===== config.mk =====
export PLATFORM = sky130hd
export DESIGN_NAME = laser_range_reply_decoder
export DESIGN_NICKNAME = d
export VERILOG_FILES = /design/src/hw/rtl/lrrd_pkg.sv /design/src/hw/rtl/lrrd_step.sv /design/src/hw/rtl/laser_range_reply_decoder.sv
export SDC_FILE = /design/constraint.sdc
export NUM_CORES = 1
export LEC_CHECK = 0
export ABC_AREA = 1
export BUFFER_PORTS_ARGS = -buffer_cell sky130_fd_sc_hd__clkbuf_2
export CAP_MARGIN = 5
export CORE_AREA = 2 2 95 97
export CTS_BUF_LIST = sky130_fd_sc_hd__clkbuf_4 sky130_fd_sc_hd__clkbuf_8 sky130_fd_sc_hd__clkbuf_16
export CTS_CLUSTER_SIZE = 10
export DETAILED_ROUTE_END_ITERATION = 10
export DIE_AREA = 0 0 97 99
export RECOVER_POWER = 25
export REMOVE_ABC_BUFFERS = 1
export SYNTH_ARGS = -nofsm -noshare
export SYNTH_HDL_FRONTEND = slang
export SYNTH_SLANG_ARGS = --single-unit

===== constraint.sdc =====
create_clock -name clk -period 3.2 [get_ports clk]
set_input_delay 0.32 -clock clk [delete_from_list [all_inputs] [get_ports clk]]
set_output_delay 0.32 -clock clk [all_outputs]
set_load 0.005 [all_outputs]

===== src/hw/rtl/lrrd_pkg.sv =====
// Shared types, constants and the echo text for the range reply decoder.
package lrrd_pkg;

	localparam int MAX_SAMPLES = 1024;
	localparam int CNT_W       = $clog2(MAX_SAMPLES + 1);
	localparam int IDX_W       = 10;

	localparam logic [3:0] ECHO_LEN   = 4'd10;
	localparam logic [3:0] ECHO_CHECK = 4'd9;
	localparam logic [7:0] LF_CHAR    = 8'h0A;
	localparam logic [7:0] DIGIT_BASE = 8'h30;
	localparam logic [7:0] STATUS_OK  = 8'h30;

	localparam logic [2:0] KIND_READING = 3'd0;
	localparam logic [2:0] KIND_BEYOND  = 3'd1;
	localparam logic [2:0] KIND_DONE    = 3'd2;
	localparam logic [2:0] KIND_ECHO    = 3'd3;
	localparam logic [2:0] KIND_STATUS  = 3'd4;

	localparam logic FUNC_START = 1'b0;

	typedef enum logic [2:0] {
		PH_IDLE,
		PH_ECHO,
		PH_STATUS,
		PH_STAT_LF,
		PH_PAIR_A,
		PH_LF_SEEN,
		PH_PAIR_B,
		PH_HALT
	} phase_t;

	typedef struct packed {
		logic       func;
		logic [7:0] byte_value;
	} in_item_t;

	typedef struct packed {
		logic [2:0]       kind;
		logic [11:0]      reading;
		logic [IDX_W-1:0] reading_index;
		logic [7:0]       status_char;
		logic             last;
	} out_item_t;

	typedef struct packed {
		phase_t           phase;
		logic [3:0]       echo_count;
		logic             echo_bad;
		logic [7:0]       first_char;
		logic [CNT_W-1:0] count_read;
	} dec_state_t;

	function automatic logic [7:0] echo_char(input logic [3:0] idx);
		logic [7:0] c;
		unique case (idx)
			4'd0:    c = 8'h47;
			4'd1:    c = 8'h30;
			4'd2:    c = 8'h30;
			4'd3:    c = 8'h30;
			4'd4:    c = 8'h37;
			4'd5:    c = 8'h36;
			4'd6:    c = 8'h38;
			4'd7:    c = 8'h30;
			4'd8:    c = 8'h31;
			default: c = 8'h00;
		endcase
		return c;
	endfunction

endpackage


===== src/hw/rtl/lrrd_step.sv =====
// Per-byte decode step: next parser state and the result for one item.
module lrrd_step (
	input  lrrd_pkg::dec_state_t st,
	input  lrrd_pkg::in_item_t   item,
	output lrrd_pkg::dec_state_t st_next,
	output logic                 res_valid,
	output lrrd_pkg::out_item_t  res
);

	logic [3:0]                 echo_inc;
	logic                       echo_miss;
	logic [5:0]                 hi_sub;
	logic [5:0]                 lo_sub;
	logic [11:0]                value;
	logic                       room;
	logic [lrrd_pkg::IDX_W-1:0] idx_sat;

	assign echo_inc  = st.echo_count + 4'd1;
	assign echo_miss = (st.echo_count < lrrd_pkg::ECHO_CHECK) &&
	                   (item.byte_value != lrrd_pkg::echo_char(st.echo_count));
	assign hi_sub    = 6'(st.first_char - lrrd_pkg::DIGIT_BASE);
	assign lo_sub    = 6'(item.byte_value - lrrd_pkg::DIGIT_BASE);
	assign value     = {hi_sub, lo_sub};
	assign room      = st.count_read < lrrd_pkg::CNT_W'(lrrd_pkg::MAX_SAMPLES);
	assign idx_sat   = lrrd_pkg::IDX_W'(lrrd_pkg::MAX_SAMPLES - 1);

	always_comb begin
		st_next = st;
		if (item.func == lrrd_pkg::FUNC_START) begin
			st_next.phase      = lrrd_pkg::PH_ECHO;
			st_next.echo_count = '0;
			st_next.echo_bad   = 1'b0;
			st_next.first_char = '0;
			st_next.count_read = '0;
		end else begin
			unique case (st.phase)
				lrrd_pkg::PH_ECHO: begin
					st_next.echo_count = echo_inc;
					st_next.echo_bad   = st.echo_bad | echo_miss;
					if (echo_inc >= lrrd_pkg::ECHO_LEN) begin
						st_next.phase = (st.echo_bad | echo_miss) ?
						                lrrd_pkg::PH_HALT : lrrd_pkg::PH_STATUS;
					end
				end
				lrrd_pkg::PH_STATUS: begin
					st_next.first_char = item.byte_value;
					st_next.phase      = lrrd_pkg::PH_STAT_LF;
				end
				lrrd_pkg::PH_STAT_LF: begin
					st_next.phase = (st.first_char != lrrd_pkg::STATUS_OK) ?
					                lrrd_pkg::PH_HALT : lrrd_pkg::PH_PAIR_A;
				end
				lrrd_pkg::PH_PAIR_A: begin
					if (item.byte_value == lrrd_pkg::LF_CHAR) begin
						st_next.phase = lrrd_pkg::PH_LF_SEEN;
					end else begin
						st_next.first_char = item.byte_value;
						st_next.phase      = lrrd_pkg::PH_PAIR_B;
					end
				end
				lrrd_pkg::PH_LF_SEEN: begin
					if (item.byte_value == lrrd_pkg::LF_CHAR) begin
						st_next.phase = lrrd_pkg::PH_IDLE;
					end else begin
						st_next.first_char = item.byte_value;
						st_next.phase      = lrrd_pkg::PH_PAIR_B;
					end
				end
				lrrd_pkg::PH_PAIR_B: begin
					st_next.phase = lrrd_pkg::PH_PAIR_A;
					if (room) begin
						st_next.count_read = st.count_read + lrrd_pkg::CNT_W'(1);
					end
				end
				default: begin
				end
			endcase
		end
	end

	always_comb begin
		res_valid = 1'b0;
		res       = '0;
		if (item.func != lrrd_pkg::FUNC_START) begin
			unique case (st.phase)
				lrrd_pkg::PH_ECHO: begin
					if ((echo_inc >= lrrd_pkg::ECHO_LEN) && (st.echo_bad | echo_miss)) begin
						res_valid = 1'b1;
						res.kind  = lrrd_pkg::KIND_ECHO;
						res.last  = 1'b1;
					end
				end
				lrrd_pkg::PH_STAT_LF: begin
					if (st.first_char != lrrd_pkg::STATUS_OK) begin
						res_valid       = 1'b1;
						res.kind        = lrrd_pkg::KIND_STATUS;
						res.status_char = st.first_char;
						res.last        = 1'b1;
					end
				end
				lrrd_pkg::PH_LF_SEEN: begin
					if (item.byte_value == lrrd_pkg::LF_CHAR) begin
						res_valid = 1'b1;
						res.kind  = lrrd_pkg::KIND_DONE;
						res.last  = 1'b1;
					end
				end
				lrrd_pkg::PH_PAIR_B: begin
					res_valid   = 1'b1;
					res.reading = value;
					if (room) begin
						res.kind          = lrrd_pkg::KIND_READING;
						res.reading_index = st.count_read[lrrd_pkg::IDX_W-1:0];
					end else begin
						res.kind          = lrrd_pkg::KIND_BEYOND;
						res.reading_index = idx_sat;
					end
				end
				default: begin
				end
			endcase
		end
	end

endmodule


===== src/hw/rtl/laser_range_reply_decoder.sv =====
// Top level of the range reply decoder: input register, decode step, result register.
// A byte is held in the input register and its result in the result register.
// Throughput: one byte per cycle unless stalled; the parser state loop sets this.
// A result stalled in the output register holds the input register and blocks new bytes.
// Reset (arst_n low, asynchronous) clears the valids and puts the parser in idle.
module laser_range_reply_decoder (
	input  logic                clk,
	input  logic                arst_n,
	input  logic                item_valid,
	output logic                item_stall,
	input  lrrd_pkg::in_item_t  item,
	output logic                result_valid,
	input  logic                result_stall,
	output lrrd_pkg::out_item_t result
);

	logic                 valid_s1;
	lrrd_pkg::in_item_t   item_s1;
	logic                 out_free;
	logic                 adv;
	lrrd_pkg::dec_state_t st_q;
	lrrd_pkg::dec_state_t st_next;
	logic                 res_valid;
	lrrd_pkg::out_item_t  res;
	logic                 result_valid_q;
	lrrd_pkg::out_item_t  result_q;

	assign out_free   = !result_valid_q || !result_stall;
	assign adv        = valid_s1 && out_free;
	assign item_stall = valid_s1 && !out_free;

	lrrd_step u_step (
		.st        (st_q),
		.item      (item_s1),
		.st_next   (st_next),
		.res_valid (res_valid),
		.res       (res)
	);

	always_ff @(posedge clk or negedge arst_n) begin
		if (!arst_n) begin
			valid_s1 <= 1'b0;
		end else if (!item_stall) begin
			valid_s1 <= item_valid;
		end
	end

	always_ff @(posedge clk) begin
		if (!item_stall && item_valid) begin
			item_s1 <= item;
		end
	end

	always_ff @(posedge clk or negedge arst_n) begin
		if (!arst_n) begin
			st_q <= '{phase: lrrd_pkg::PH_IDLE, echo_count: '0, echo_bad: 1'b0,
			          first_char: '0, count_read: '0};
		end else if (adv) begin
			st_q <= st_next;
		end
	end

	always_ff @(posedge clk or negedge arst_n) begin
		if (!arst_n) begin
			result_valid_q <= 1'b0;
		end else if (out_free) begin
			result_valid_q <= adv && res_valid;
		end
	end

	always_ff @(posedge clk) begin
		if (adv && res_valid) begin
			result_q <= res;
		end
	end

	assign result_valid = result_valid_q;
	assign result       = result_q;

endmodule


Word level (Yosys, flattened, before mapping) --
Memories as Yosys holds them, arrays and structs flattened. Index checks and enable logic that the tools add are counted.
Storage, ports and cells: bits in registers 72, memories kept 1, output and inout port bits 36, memory bits (read-only) 112
Operators by class: equal/unequal tests 16, $lt $le $gt $ge 3, multiplexer cells 25, reductions and logical operators 18, add/sub/neg operators 4, bitwise operators 1
Memories:
- (no name shown) | depth 16, bits a word 7, rd ports 1, clocked after Yosys merged registers in 0, write ports 0, RTL line lrrd_pkg.sv:56 | unique case (idx)
Operators by type and width (count):
- $mux 27 | 1
- $mux 11 | 2
- $pmux 3 s6 | 1
- $pmux 8 s2 | 1
- $mux 3 | 4
- $pmux 3 s4 | 1
- $reduce_and 3->1 | 4
- $sub 6x6->6 const B | 2
- $add 11x1->11 const B | 1
- $lt 11x11->1 const B | 1
- $mux 10 | 1
- $eq 3x3->1 const B | 3
- $eq 8x4->1 const B | 1
- $mux 2 | 4
- $mux 8 | 1
- $ne 8x6->1 const B | 1
- $ne 8x8->1 | 1
- $ne 7x1->1 const B | 1
- $eq 3x2->1 const B | 2
- $logic_and 1x1->1 | 6
- $mux 1 | 6
- $ne 2x1->1 const B | 3
- $ne 3x2->1 const B | 2
- $mux 5 | 1
- other kinds (12) | 16

Longest topological paths before layout --
An unclocked memory read counts as a cell.
depth in word-level cells 9, gate-level depth with buffers 15

By module --
Synthesis repeated with hierarchy kept, for this count alone.
Unflattened totals: cell total of the unflattened synthesis 419, area, all modules 3773.6 um2
Modules (own cells, without submodules):
- laser_range_reply_decoder | times used 1, area each 2522.4 um2, cells an instance 172
- lrrd_step | times used 1, area each 1251.2 um2, cells an instance 247

Worst setup path before layout --
Ideal clock, no wire load.
path type flip-flop to flip-flop, start register st_q[20] (netlist bit), end register result_q, in the netlist result[0] (enable), stages on the path, launching flop included 16, setup time 389 ps, clock period less this slack 2503 ps, arrival time 2115 ps, path slack 697 ps, data required time 2811 ps, cells stage by stage dfrtp_1 inv_1 ha_1 inv_1 nand2_1 nand3_1 nand2_1 nand3_1 nor2_1 nand2_1 nand2_1 nand2_1 nand2_1 nand3_1 nand2_1 inv_1
Between the ends: word-level cells in the longest chain between the ends 9, elaborated cells between the ends (all ways) 12
RTL lines:
- from (decl) | RTL line laser_range_reply_decoder.sv:21 | lrrd_pkg::dec_state_t st_q;
- from (signal assigned) | RTL line laser_range_reply_decoder.sv:56 | st_q <= '{phase: lrrd_pkg::PH_IDLE, echo_count: '0, echo_bad: 1'b0,
- from (signal assigned) | RTL line laser_range_reply_decoder.sv:59 | st_q <= st_next;
- $mem_v2 16x7
- $ne 8x8->1 | RTL line lrrd_step.sv:20 | (item.byte_value != lrrd_pkg::echo_char(st.echo_count));
- $logic_and 1x1->1 | RTL line lrrd_step.sv:19 | assign echo_miss = (st.echo_count < lrrd_pkg::ECHO_CHECK) &&
- $or 1x1->1 | RTL line lrrd_step.sv:87 | if ((echo_inc >= lrrd_pkg::ECHO_LEN) && (st.echo_bad | echo_miss)) begin
- $logic_and 1x1->1 * | RTL line lrrd_step.sv:87
- $mux 1 * | RTL line lrrd_step.sv:87
- $pmux 1 s4 * | RTL line lrrd_step.sv:85 | unique case (st.phase)
- $mux 1 * | RTL line lrrd_step.sv:84 | if (item.func != lrrd_pkg::FUNC_START) begin
- $logic_and 1x1->1 * | RTL line laser_range_reply_decoder.sv:72 | if (adv && res_valid) begin
- to (signal assigned) | RTL line laser_range_reply_decoder.sv:73 | result_q <= res;
- to (decl) | RTL line laser_range_reply_decoder.sv:26 | lrrd_pkg::out_item_t result_q;
Every way passes the cells marked *; elsewhere a longest branch is shown, timed or not. A chain may end at the register's enable or synchronous reset.

Final worst setup path --
start register st_q[21] (netlist bit), end register result_q, in the netlist result[24] (enable)
Same word-level chain as after synthesis.

==> metrics <==
Post-synth EDFFs 43; final hold vios 0; leakage 1.728 nW; FP Rows 34; GP Congestion 0.8611; layout cells sized above 1 22.06%; status complete, but fails checks; minimum clock period 2.494 ns; Layout Cells excl Fill 507; failing checks capacitance limit, slew limit; Post-Route WL 6600 microns; initial antenna violation count 0; vias in the first global route 2407; Skew-Pair Late Insertion Delay 0.35 ns; worst reg2reg path depth 16; Post-synth ARST share 40.28%; Final Max Slew Viols 30; GRT overflow 0; CP required 3.30 ns; r2r startpoint st_q[21]; Hold Path Class input port to flip-flop; actual slew at the worst max-slew pin 1.605 ns; Die W 97 microns; Clock Skew 0.01361 ns; fin nets 414; H-tree depth 3; DRT Pass-1 Iters 4; Max transition margin -7.002%; Maximum Capacitance Violations 1; Top-Level Pins 49; Post-DP Area 3706 sq um; Post-Place Cells 491; largest net degree at the start of global routing 30; post-DR wirelength/cell 13.02 microns; worst reg2reg endpoint result[24]; Post-Syn Area 3334 sq um; Distinct cells, synth 31; ys flop type edfxtp_1; Initial Utilization 39.00%; hold buffer count at CTS 0; maximum VDD drop 0.0002694 V; GRT Overall Usage 15.15%; # setup viols final 0; DRT antenna net count 0; Reg2Reg Setup Slack 0.71 ns; RSZ-0062 raised after global routing false; most common cell after layout, fill and taps aside nand2_1; Hold Path End item_s1[0]; post_cts resized 0; Die Ht 99 microns; first-pass GRT wire length 11520 microns; Final Cycle Share 77.93%; Critical Setup Path Class flip-flop to flip-flop; post-DP HPWL 4786 microns; Longest Clk Path Bufs 2; critical path data arrival time 2.59 ns; final setup margin 0.7063 ns; vias per cell 4.819; Core Footprint 8551 sq um; Via Count 2443; Worst Hold Depth 1; CTS tree yes; antenna cell count 0; P per Cell Area 667.0 nW/um^2; Worst Setup End Kind flip-flop; number of setup buffers added after CTS 0; Die ar. 9603 sq um; Max FO, Critical Path 29; Finished Cell Area 3896 sq um; Synth Register Bits 72; Synth Warn # 0; IO Port Bufs 48; CTS Root Cell clkbuf_8; TritonCTS buffer count 9; worst slack, placed 0.7393 ns; Clock transition at path regs 0.08 ns; type of origin of the critical path flip-flop; Syn Area/Cell 9.807 sq um; Tot Pwr 2.599 mW; final setup TNS 0 ns; most frequent cells in the layout nand2_1 (49), inv_1 (47), clkbuf_2 (45); 1st-iter DRT viols 103; DRC Markers 0; Mapped Cells 340; register area share after synthesis 60.49%; hold_sp item[0]; Syn-to-layout area delta 16.85%; # clock sinks 72; achievable frequency 401.0 MHz
## logic make-up (layout without fill, tap and decap cells)
family | Yosys count | count (layout) | synth area share (%)
AO/OA/AOI/OAI | 49 | 49 | 7.655
XOR/XNOR | 2 | 2 | 0.5254
adder cells (fa/ha/maj) | 7 | 7 | 2.627
buffers and inverters | 63 | 122 | 7.542
flip-flops | 72 | 72 | 60.49
AND/OR/NAND/NOR | 147 | 147 | 21.16
## flip-flops by register name, summed over array words and instances (netlist names)
signal	cells
item_s1	9
result	34
result_valid	1
st_q	27
valid_s1	1
## area by class of cell
cell class / instances / area [sq um]
Clock buffer: 9 / 123.9
Clock inverter: 7 / 72.57
Fill cell: 839 / 4654
Inverter: 57 / 227.7
Multi-Input combinational cell: 205 / 1064
Sequential cell: 72 / 2017
Tap cell: 108 / 135.1
Timing Repair Buffer: 49 / 256.5
## worst max-delay path by stage
stage | end | depth (start not counted) | slack (ns) | start
finish | result[24] | 16 | 0.71 | st_q[21]
detailed placement | result[5] | 16 | 0.74 | st_q[20]
global route | result[10] | 16 | 0.46 | st_q[20]
CTS | result[1] | 16 | 0.72 | st_q[20]
floorplan | result[0] | 15 | 0.70 | st_q[20]
global placement | result[21] | 16 | 0.85 | st_q[20]
## critical path: stages, from the launching register on
cell     delay [ns]
dfrtp_1        0.43
inv_1          0.12
ha_1           0.28
inv_1          0.06
nand2_1        0.11
nand3_1        0.10
nand2_1        0.07
nand3_1        0.06
nor2_1         0.11
nand2_1        0.06
nand2_1        0.08
nand2_1        0.07
nand2_1        0.12
nand3_1        0.08
nand2_1        0.10
inv_1          0.16
buf_12         0.21
## synthesized netlist by cell type, types with 2 or more instances
cell | number | share of area [%]
nand2_1 | 48 | 5.4
nor2_4 | 4 | 1.4
clkbuf_1 | 5 | 0.56
inv_2 | 7 | 0.79
o31ai_1 | 2 | 0.45
inv_1 | 47 | 5.3
nand2_2 | 4 | 0.75
nand2_4 | 4 | 1.4
nor2_1 | 42 | 4.7
ha_1 | 7 | 2.6
edfxtp_1 | 43 | 39
a21oi_1 | 22 | 3.3
nand3_1 | 27 | 4.1
o21ai_1 | 13 | 2.0
nand4_1 | 8 | 1.5
dfrtp_1 | 29 | 22
nor2_2 | 3 | 0.56
o21ai_0 | 10 | 1.5
nor3_1 | 3 | 0.45
## routing by layer
layer,GRT usage (%),vias to the layer above,wire (microns)
met4,6.067,0,66
met5,0,-,0
met2,23.45,69,3102
met3,3.759,5,359
met1,20.61,1145,3070
li1,-,1224,-
## metrics by stage
step	hold WS [ns]	util, %
6_report	0.1466	45.57
3_3_place_gp	0.4292	43.34
3_5_place_dp	0.4345	43.34
2_1_floorplan	0.02441	-
4_1_cts	0.04754	45.64
5_1_grt	0.1257	45.57
## power breakdown
| group | internal [mW] | switching [mW] | leakage (nW) | total, mW |
|---|---|---|---|---|
| Combinational | 0.230 | 0.448 | 0.834 | 0.678 |
| Clock | 0.359 | 0.343 | 0.0952 | 0.702 |
| Sequential | 1.12 | 0.0962 | 0.799 | 1.22 |
No activity file was read; power rests on OpenSTA's default activity.
